==> config.mk <==
export PLATFORM = sky130hd
export DESIGN_NAME = vrd_cordic_stage
export DESIGN_NICKNAME = d
export VERILOG_FILES = /design/src/hdl/vrd_pkg.sv /design/src/hdl/vrd_cordic_stage.sv
export SDC_FILE = /design/constraint.sdc
export NUM_CORES = 1
export LEC_CHECK = 0
export BUFFER_PORTS_ARGS = -buffer_cell sky130_fd_sc_hd__buf_2
export CAP_MARGIN = 20
export CELL_PAD_IN_SITES_DETAIL_PLACEMENT = 2
export CELL_PAD_IN_SITES_GLOBAL_PLACEMENT = 2
export CORE_MARGIN = 5
export CORE_UTILIZATION = 34
export CTS_BUF_LIST = sky130_fd_sc_hd__clkbuf_8
export DETAILED_ROUTE_END_ITERATION = 10
export HOLD_SLACK_MARGIN = 0.02
export PLACE_DENSITY_LB_ADDON = 0.3
export SLEW_MARGIN = 10
export SYNTH_ARGS = -nofsm -noshare
export SYNTH_HDL_FRONTEND = slang
export SYNTH_SLANG_ARGS = --single-unit
==> constraint.sdc <==
create_clock -name clk_i -period 0.8 [get_ports clk_i]
set_input_delay 0.12 -clock clk_i [delete_from_list [all_inputs] [get_ports clk_i]]
set_output_delay 0.12 -clock clk_i [all_outputs]
set_load 0.02 [all_outputs]
==> src/hdl/vrd_pkg.sv <==
package vrd_pkg;

  // Interface field widths.
  localparam int CoordW    = 32;
  localparam int AngleW    = 17;
  localparam int InDataW   = 88;  // 81 field bits padded to whole bytes
  localparam int OutDataW  = 64;

  // Iteration count: default and hard cap.
  localparam int IterationsDef = 16;
  localparam int MaxIter       = 32;

  // Datapath: Q16.32 with headroom for the CORDIC growth of a full-scale input.
  localparam int DW = 50;
  // Angle accumulator in 2^-22 degree units.
  localparam int ZW = 31;
  // Reduced angle in 1/128 degree, magnitude at most a quarter turn.
  localparam int RW = 15;
  // Working width of the angle reduction.
  localparam int AW = 18;

  localparam logic signed [AW-1:0] TurnUnits    = 18'sd46080;
  localparam logic signed [AW-1:0] HalfTurn     = 18'sd23040;
  localparam logic signed [AW-1:0] QuarterTurn  = 18'sd11520;

  // Inverse CORDIC gain as Q1.30.
  localparam logic signed [31:0] GainQ30 = 32'sd652032874;

  // atan(2^-i) in 2^-22 degree units, rounded to nearest.
  localparam logic signed [ZW-1:0] AtanTable [MaxIter] = '{
    31'sd188743680, 31'sd111421900, 31'sd58872272, 31'sd29884485,
    31'sd15000234,  31'sd7507429,   31'sd3754631,  31'sd1877430,
    31'sd938729,    31'sd469366,    31'sd234683,   31'sd117342,
    31'sd58671,     31'sd29335,     31'sd14668,    31'sd7334,
    31'sd3667,      31'sd1833,      31'sd917,      31'sd458,
    31'sd229,       31'sd115,       31'sd57,       31'sd29,
    31'sd14,        31'sd7,         31'sd4,        31'sd2,
    31'sd1,         31'sd0,         31'sd0,        31'sd0
  };

  // Vector and residual angle handed from one rotation stage to the next.
  typedef struct packed {
    logic signed [DW-1:0] x;
    logic signed [DW-1:0] y;
    logic signed [ZW-1:0] z;
  } vrd_vec_t;

endpackage

==> src/hdl/vrd_cordic_stage.sv <==
// One CORDIC micro-rotation: shift by STAGE, add or subtract by the sign of the residual angle.
module vrd_cordic_stage #(
  parameter int STAGE = 0
) (
  input  logic              clk_i,
  input  logic              rst_ni,
  input  logic              en_i,
  input  logic              valid_i,
  input  vrd_pkg::vrd_vec_t data_i,
  output logic              valid_o,
  output vrd_pkg::vrd_vec_t data_o
);
  import vrd_pkg::*;

  logic                 valid_q;
  vrd_vec_t             data_d, data_q;
  logic signed [DW-1:0] sx, sy;

  assign sx = data_i.x >>> STAGE;
  assign sy = data_i.y >>> STAGE;

  always_comb begin
    if (!data_i.z[ZW-1]) begin
      data_d.x = data_i.x - sy;
      data_d.y = data_i.y + sx;
      data_d.z = data_i.z - AtanTable[STAGE];
    end else begin
      data_d.x = data_i.x + sy;
      data_d.y = data_i.y - sx;
      data_d.z = data_i.z + AtanTable[STAGE];
    end
  end

  always_ff @(posedge clk_i or negedge rst_ni) begin
    if (!rst_ni) begin
      valid_q <= 1'b0;
    end else if (en_i) begin
      valid_q <= valid_i;
    end
  end

  always_ff @(posedge clk_i) begin
    if (en_i) begin
      data_q <= data_d;
    end
  end

  assign valid_o = valid_q;
  assign data_o  = data_q;

endmodule

==> results of run 1 <==
==> cell usage after synthesis (10+ instances only) <==
library cell	number
a211oi_1	21
a21o_1	43
a21oi_1	202
a31oi_1	13
buf_2	16
clkbuf_1	46
edfxtp_1	130
ha_1	154
inv_1	152
mux2i_1	25
nand2_1	93
nand2b_1	13
nand3_1	22
nand4_1	27
nor2_1	154
nor2b_1	16
nor3_1	25
o211ai_1	10
o21a_1	15
o21ai_0	105
o21bai_1	39
o31ai_1	13
xnor2_1	89
xor2_1	13
==> cells by family after synthesis <==
kind of cell               Yosys count  share of synthesized area [%]
DFF                                131                           29.3
muxes                               26                           1.95
AOI/OAI and AO/OA                  566                           27.3
xor gates and xnor gates           102                           6.66
and+or+nand+nor                    384                           13.0
adders and majority gates          158                           15.0
buffers and inverters              234                           6.78
==> metrics by stage <==
step	instance area (um2)	setup TNS (ns)	hold WS, ns	setup WS [ns]
after floorplan	14500	-127.67	-0.176	-1.88
after global placement	20800	-197.93	-0.105	-2.39
==> out/qor.txt, run 1 <==
Commonest register cell after synthesis - edfxtp_1
Ports - 267
Die width - 209 um
Syn Std Cell Area - 13400 um2
Port bufs - 266
Error msg - [ERROR DPL-0033] detailed placement checks failed during check placement.
Initial core utilization - 34.5%
Outcome - aborted with a tool error
Register bit total from synthesis - 131
Dpl hpwl - 67900 um
Synth area leaders - edfxtp_1 29%, ha_1 14%, a21oi_1 7.5%
Failing step - detailed placement
Die Span Y - 209 um
Post-synthesis cell type count - 85
Seq/Total Area, Yosys - 29.3%
Synth Instances - 1601
Cell taking the most area after synthesis - edfxtp_1
Synth top area share - 29.1%
Std-Cell Rows - 72
Gpl congestion - 0.964
Yosys warns - 0
Post-synth EDFFs - 130
Asr flop ratio synth - 0.763%
Post-Syn Nets - 1894
Synthesized area per cell - 8.37 um2
==> inputs of run 2 (changes only) <==
==> config.mk (replaced) <==
export PLATFORM = sky130hd
export DESIGN_NAME = vrd_cordic_stage
export DESIGN_NICKNAME = d
export VERILOG_FILES = /design/src/hdl/vrd_pkg.sv /design/src/hdl/vrd_cordic_stage.sv
export SDC_FILE = /design/constraint.sdc
export NUM_CORES = 1
export LEC_CHECK = 0
export BUFFER_PORTS_ARGS = -buffer_cell sky130_fd_sc_hd__buf_2
export CAP_MARGIN = 20
export CORE_MARGIN = 5
export CORE_UTILIZATION = 40
export DETAILED_ROUTE_END_ITERATION = 10
export PLACE_DENSITY_LB_ADDON = 0.15
export SLEW_MARGIN = 10
export SYNTH_ARGS = -nofsm -noshare
export SYNTH_HDL_FRONTEND = slang
export SYNTH_SLANG_ARGS = --single-unit
==> run 2 against run 1 <==
Compared with the run above: the flow now finishes, with violations (negative setup slack); area after synthesis unchanged; synthesized cell count unchanged.
==> out/qor.txt, run 2 <==
TritonCTS Buffers - 17
Clk buf depth - 2
Synthesized area per cell - 8.37 um2
PwrDens - 1520 nW/um2
Largest net degree at the start of global routing - 71
Min-delay worst type - in2reg
Clk pin slew, worst setup/hold paths - 0.07 ns
Int Pwr - 23.1 mW
ANT cells - 0
Pre-CTS setup slack - -2.45 ns
Layout cells sized above 1 - 53.8%
Clock network power share - 21.2%
Synth Instances - 1601
Final worst-path cycle share - 322%
Seq/Total Area, Yosys - 29.3%
Part of the power in registers - 25.5%
Gr usage total - 30.4%
Register bit total from synthesis - 131
Area of the core - 33300 um2
Worst path cell trace - buf_12, ha_4, fa_2, nor2b_4, o21ai_4, a311o_1, a41oi_2, a21o_4, a2111oi_4, o311ai_4, a41oi_2, o21ai_1, xnor2_1
Die ar. - 37300 um2
Nets - 2806
Most frequent cell on the critical path - a41oi_2
Post-synthesis cell type count - 85
Slowest stage delay, CP - 0.46 ns
Final ANT Viol Nets - 0
Vias per cell - 5.41
Post-route DRC - 0
Peak VDD IR - 1530 uV
Critical-path top delay cell - a2111oi_4
Dpl hpwl - 47000 um
Worst Tran Pin Value - 0.661 ns
Synth area leaders - edfxtp_1 29%, ha_1 14%, a21oi_1 7.5%
Switching portion of total power - 38.4%
Std-Cell Rows - 67
Commonest non-fill, non-tap cell in the layout - buf_4
Htree depth - 4
Setup violations, final - 236
CTS tree - done
Dpl cell area - 20600 um2
DR iter-0 viols - 1136
CP delay by family, top - compound AO/OA/AOI/OAI gates
CTS sink cnt - 131
Drt pass-1 iters - 5
Cell taking the most area after synthesis - edfxtp_1
Ports - 267
Max cap viols - 0
Achievable Freq - 0.389 GHz
Root buf cell - clkbuf_16
GRT overflow - 0
Commonest register cell after synthesis - edfxtp_1
Most frequent cells in the layout - 606 x buf_4, 167 x buf_6, 140 x buf_2
Wire per inst - 20.8 um
Leak - 11.0 nW
Count leader, synth - a21oi_1
Worst slew margin - 55.5%
Syn Std Cell Area - 13400 um2
Asr flop ratio synth - 0.763%
Commonest cells in the netlist - 202 x a21oi_1, 154 x ha_1, 154 x nor2_1
Post-route setup slack - -1.77 ns
Minimum clock period - 2.57 ns
Post-route cell area - 24600 um2
CP Buf/Inv Count - 1
Via count - 16099
Synth top area share - 29.1%
Layout Area Growth over Synthesis - 83.4%
Yosys warns - 0
RSZ-0062 raised after global routing - true
Startpoint types - primary input
Post-synth EDFFs - 130
Failing checks - negative setup slack
Setup crit end kind - flip-flop
Final hold vios - 0
Outcome - complete, but fails checks
Required @ worst endpoint - 1.00 ns
Crit path DAT - 2.77 ns
Max FFs per register - 130
Port bufs - 266
Sw power - 14.4 mW
Final WL - 61800 um
Die width - 193 um
Final number of max-transition violations - 0
Worst Skew - 0 ns
Die Span Y - 193 um
Number of global-route vias before repair - 15866
Crit path kind - in2reg
Initial core utilization - 40.3%
Gpl congestion - 0.948
First-pass GRT wire length - 88000 um
Post-Syn Nets - 1894
Antenna violations before repair - 4
Crit-path max FO - 4
Clock Latency Late Sink - 0.44 ns
Gate power share - 53.3%
==> run 2: metal layers <==
metal / track usage [%] / share of wire, % / wire, um
met5: 0 / 0.066 / 41
met4: 7.41 / 2.2 / 1340
met3: 5.46 / 7.2 / 4440
met2: 49.9 / 47 / 28900
met1: 41.7 / 44 / 27100
==> run 2: power by group through the flow <==
stage | logic, mW | clock network, mW | registers, mW
after floorplan | 6.96 | 0 | 10.8
after global placement | 15.9 | 0 | 9.44
after detailed placement | 16.1 | 0 | 9.44
after CTS | 17.6 | 8.05 | 9.32
after global routing | 21.1 | 8.37 | 9.62
final | 20.0 | 7.94 | 9.54
==> run 2: path summary, 6_finish.rpt <==
kind / start / end / slack (ns) / depth (start not counted)
min in group asynchronous: rst_ni / valid_o / 0.56 / 3
max: data_i[81] / data_o[77] / -1.77 / 13
max reg2reg: valid_o / valid_o / 0.01 / 1
min reg2reg: valid_o / valid_o / 0.55 / 1
min: data_i[22] / data_o[22] / 0.04 / 3
max in group asynchronous: rst_ni / valid_o / 0.13 / 3
==> run 2: layout make-up <==
class                   instances  area (um2)
fillers                      2516        8700
clock buffers                  17         425
multi-input cells            1236       10900
flip-flops and latches        131        3930
clock inverters                15         145
inverters                     162         741
repair buffers                965        7880
well taps                     448         561
==> run 2: cells by family after synthesis <==
| group | synth area share (%) |
|---|---|
| AO/OA/AOI/OAI | 27.3 |
| AND/OR/NAND/NOR | 13.0 |
| buffers and inverters | 6.78 |
| adder cells (fa/ha/maj) | 15.0 |
| flip-flops | 29.3 |
| XOR/XNOR | 6.66 |
| multiplexers | 1.95 |
==> run 2: repair_timing <==
item                                    CTS  global route
hold endpoints to repair                 24             0
endpoints found under the setup margin  236           236
buffers inserted                         37            44
resized for setup                       281           393
pin swaps                               123           111
hold buffers                             25             0
gates cloned                              0             1
==> run 2: tightest hold or removal path, stage by stage <==
cell	delay (ns)
buf_6	0.10
buf_4	0.13
inv_1	0.04
==> run 2: stage by stage <==
| stage | std cells | TNS [ns] | utilization [%] | hold WS, ns | power, mW |
|---|---|---|---|---|---|
| after detailed placement | 2849 | -198.85 | 62.0 | -0.104 | 25.5 |
| after global placement | 2849 | -194.88 | 62.0 | -0.106 | 25.4 |
| after CTS | 2937 | -165.06 | 68.6 | 0.0614 | 35.0 |
| final | 2974 | -172.55 | 73.9 | 0.0384 | 37.5 |
| after global routing | 2974 | -182.87 | 73.9 | 0.0420 | 39.1 |
| after floorplan | 1601 | -127.67 | - | -0.176 | 17.8 |
Note: power is estimated with default switching activity, not from simulation.
==> inputs of run 3 (changes only) <==
--- a/config.mk
+++ b/config.mk
@@ -15,3 +15,4 @@
 export SYNTH_ARGS = -nofsm -noshare
 export SYNTH_HDL_FRONTEND = slang
 export SYNTH_SLANG_ARGS = --single-unit
+export TNS_END_PERCENT = 100
==> constraint.sdc (replaced) <==
create_clock -name clk_i -period 3.29 [get_ports clk_i]
set_input_delay 0.4935 -clock clk_i [delete_from_list [all_inputs] [get_ports clk_i]]
set_output_delay 0.4935 -clock clk_i [all_outputs]
set_load 0.02 [all_outputs]
==> run 3 against run 2 <==
Compared with the run above: the flow now finishes without violations; critical path depth increased by 1; power fell by 79%; first-iteration DRC count rose by 6.5%; critical endpoint is now data_o[75]; largest power group unchanged; worst setup slack gained 1.9 ns; hold slack gained 0.18 ns; sequential share of layout area grew 5.3 points.
==> out/qor.txt, run 3 (synthesized netlist as in run 2, its figures left out) <==
Slowest stage delay, CP - 0.40 ns
Layout cells sized above 1 - 32.5%
Outcome - finished clean
Crit path DAT - 3.34 ns
Dpl hpwl - 42000 um
Largest net degree at the start of global routing - 119
Post-route DRC - 0
Setup crit end kind - flip-flop
Final worst-path cycle share - 96.1%
Required @ worst endpoint - 3.47 ns
Gr usage total - 26.8%
Port bufs - 266
Std-Cell Rows - 67
R2R Setup Slk - 2.53 ns
Peak VDD IR - 388 uV
Critical-path top delay cell - or3_4
Commonest non-fill, non-tap cell in the layout - buf_4
Final Util - 55.6%
Worst path cell trace - buf_2, inv_1, ha_1, buf_4, and4_1, a21boi_2, or3_4, a211o_1, a31oi_4, o31a_1, o21ai_1, a211oi_2, a21oi_2, xor2_1
Max FFs per register - 130
Clock Latency Late Sink - 0.44 ns
Final TNS setup - 0 ns
ANT cells - 0
Worst Tran Pin Value - 0.675 ns
Setup violations, final - 0
CTS sink cnt - 131
Die ar. - 37300 um2
Post-route cell area - 18500 um2
CTS tree - done
Htree depth - 4
GRT overflow - 0
Worst slew margin - 54.6%
Register area - 3930 um2
Switching portion of total power - 38.1%
Final ANT Viol Nets - 0
Leak - 8.68 nW
Worst-case reg-to-reg path depth - 1
Antenna violations before repair - 1
Part of the power in registers - 29.3%
Final number of max-transition violations - 0
Nets - 2469
Int Pwr - 4.78 mW
Sw power - 2.94 mW
Clk pin slew, worst setup/hold paths - 0.06 ns
CP endpoint - data_o[75]
Root buf cell - clkbuf_16
Crit-path max FO - 11
Area of the core - 33300 um2
Reg-to-reg critical path endpoint - valid_o
Clk buf depth - 2
Via count - 14222
Vias per cell - 5.39
Worst Skew - 0 ns
Clock network power share - 27.1%
Dpl cell area - 17800 um2
Max cap viols - 0
Crit path from - data_i[37]
TritonCTS Buffers - 17
Die Span Y - 193 um
Startpoint types - primary input
Most frequent cells in the layout - 358 x buf_4, 264 x buf_2, 198 x a21oi_1
Drt pass-1 iters - 5
Final WL - 51200 um
Crit path kind - in2reg
Achievable Freq - 0.316 GHz
Initial core utilization - 40.3%
Final hold vios - 0
Layout Area Growth over Synthesis - 37.9%
PwrDens - 418 nW/um2
Area of the multi-input gates - 8660 um2
First-pass GRT wire length - 78000 um
Wire per inst - 19.4 um
Minimum clock period - 3.16 ns
Number of global-route vias before repair - 14057
DR iter-0 viols - 1210
Die width - 193 um
Filler Cell Count - 3175
FF-to-FF Start - valid_o
Gpl congestion - 0.989
Gate power share - 43.6%
Ports - 267
Min-delay worst type - in2reg
[run 3: changes by cell type in the layout (fill, tap and decap cells not counted), moves of 24 or more]
cell / change
nor2_1: +30
dlygate4sd3_1: -24
buf_2: +124
buf_6: -166
o21ai_0: +67
ha_1: +44
inv_1: +27
buf_4: -248
o21ai_1: -33
a21oi_2: -60
a21oi_1: +72
ha_4: -40
[run 3: routing by layer]
metal / global-route usage, % / wire [um] / vias to the layer above
met5: 0 / 13 / -
met4: 7.49 / 1210 / 2
met3: 3.98 / 3640 / 72
met2: 42.7 / 22900 / 531
met1: 38.0 / 23400 / 6708
li1: - / - / 6909
[run 3: how the worst min path moves through the flow]
stage | from | endpoint | depth (start not counted)
after detailed placement | rst_ni | valid_o | 1
final | data_i[9] | data_o[9] | 1
after global routing | data_i[11] | data_o[11] | 1
after global placement | rst_ni | valid_o | 1
after CTS | data_i[9] | data_o[9] | 1
after floorplan | rst_ni | valid_o | 0
[run 3: metrics by stage]
step	power, mW	hold WS [ns]	setup WS (ns)	instances
after floorplan	4.10	0.198	0.0291	1601
after global placement	5.59	0.267	-0.413	2603
after detailed placement	5.59	0.274	-0.379	2603
after CTS	7.72	0.207	0.0526	2636
after global routing	8.12	0.208	-0.0104	2637
final	7.72	0.223	0.128	2637
[run 3: cell type report]
class / instances / share of cell area [%]
flip-flops and latches: 131 / 21.2
multi-input cells: 1236 / 46.8
clock buffers: 17 / 2.30
well taps: 448 / 3.03
repair buffers: 628 / 22.2
clock inverters: 15 / 1.06
inverters: 162 / 3.29
[run 3: power by group through the flow]
stage	combinational [mW]	sequential, mW	clock (mW)
floorplan	1.48	2.63	0
global placement	3.29	2.30	0
detailed placement	3.30	2.30	0
CTS	3.32	2.27	2.13
global route	3.62	2.29	2.21
finish	3.36	2.27	2.09
[run 3: timing repair]
item	in CTS	in global routing
gates resized for setup	0	20
endpoints found under the setup margin	0	28
hold buffers	1	0
buffers inserted	0	1
hold endpoints to repair	1	0
[run 3: worst max-delay path: cells and delay by family]
kind / cells / cell delay, ns
AO/OA/AOI/OAI: 7 / 1.44
AND/OR/NAND/NOR: 2 / 0.62
buffers and inverters: 3 / 0.32
XOR/XNOR: 1 / 0.17
adder cells (fa/ha/maj): 1 / 0.30
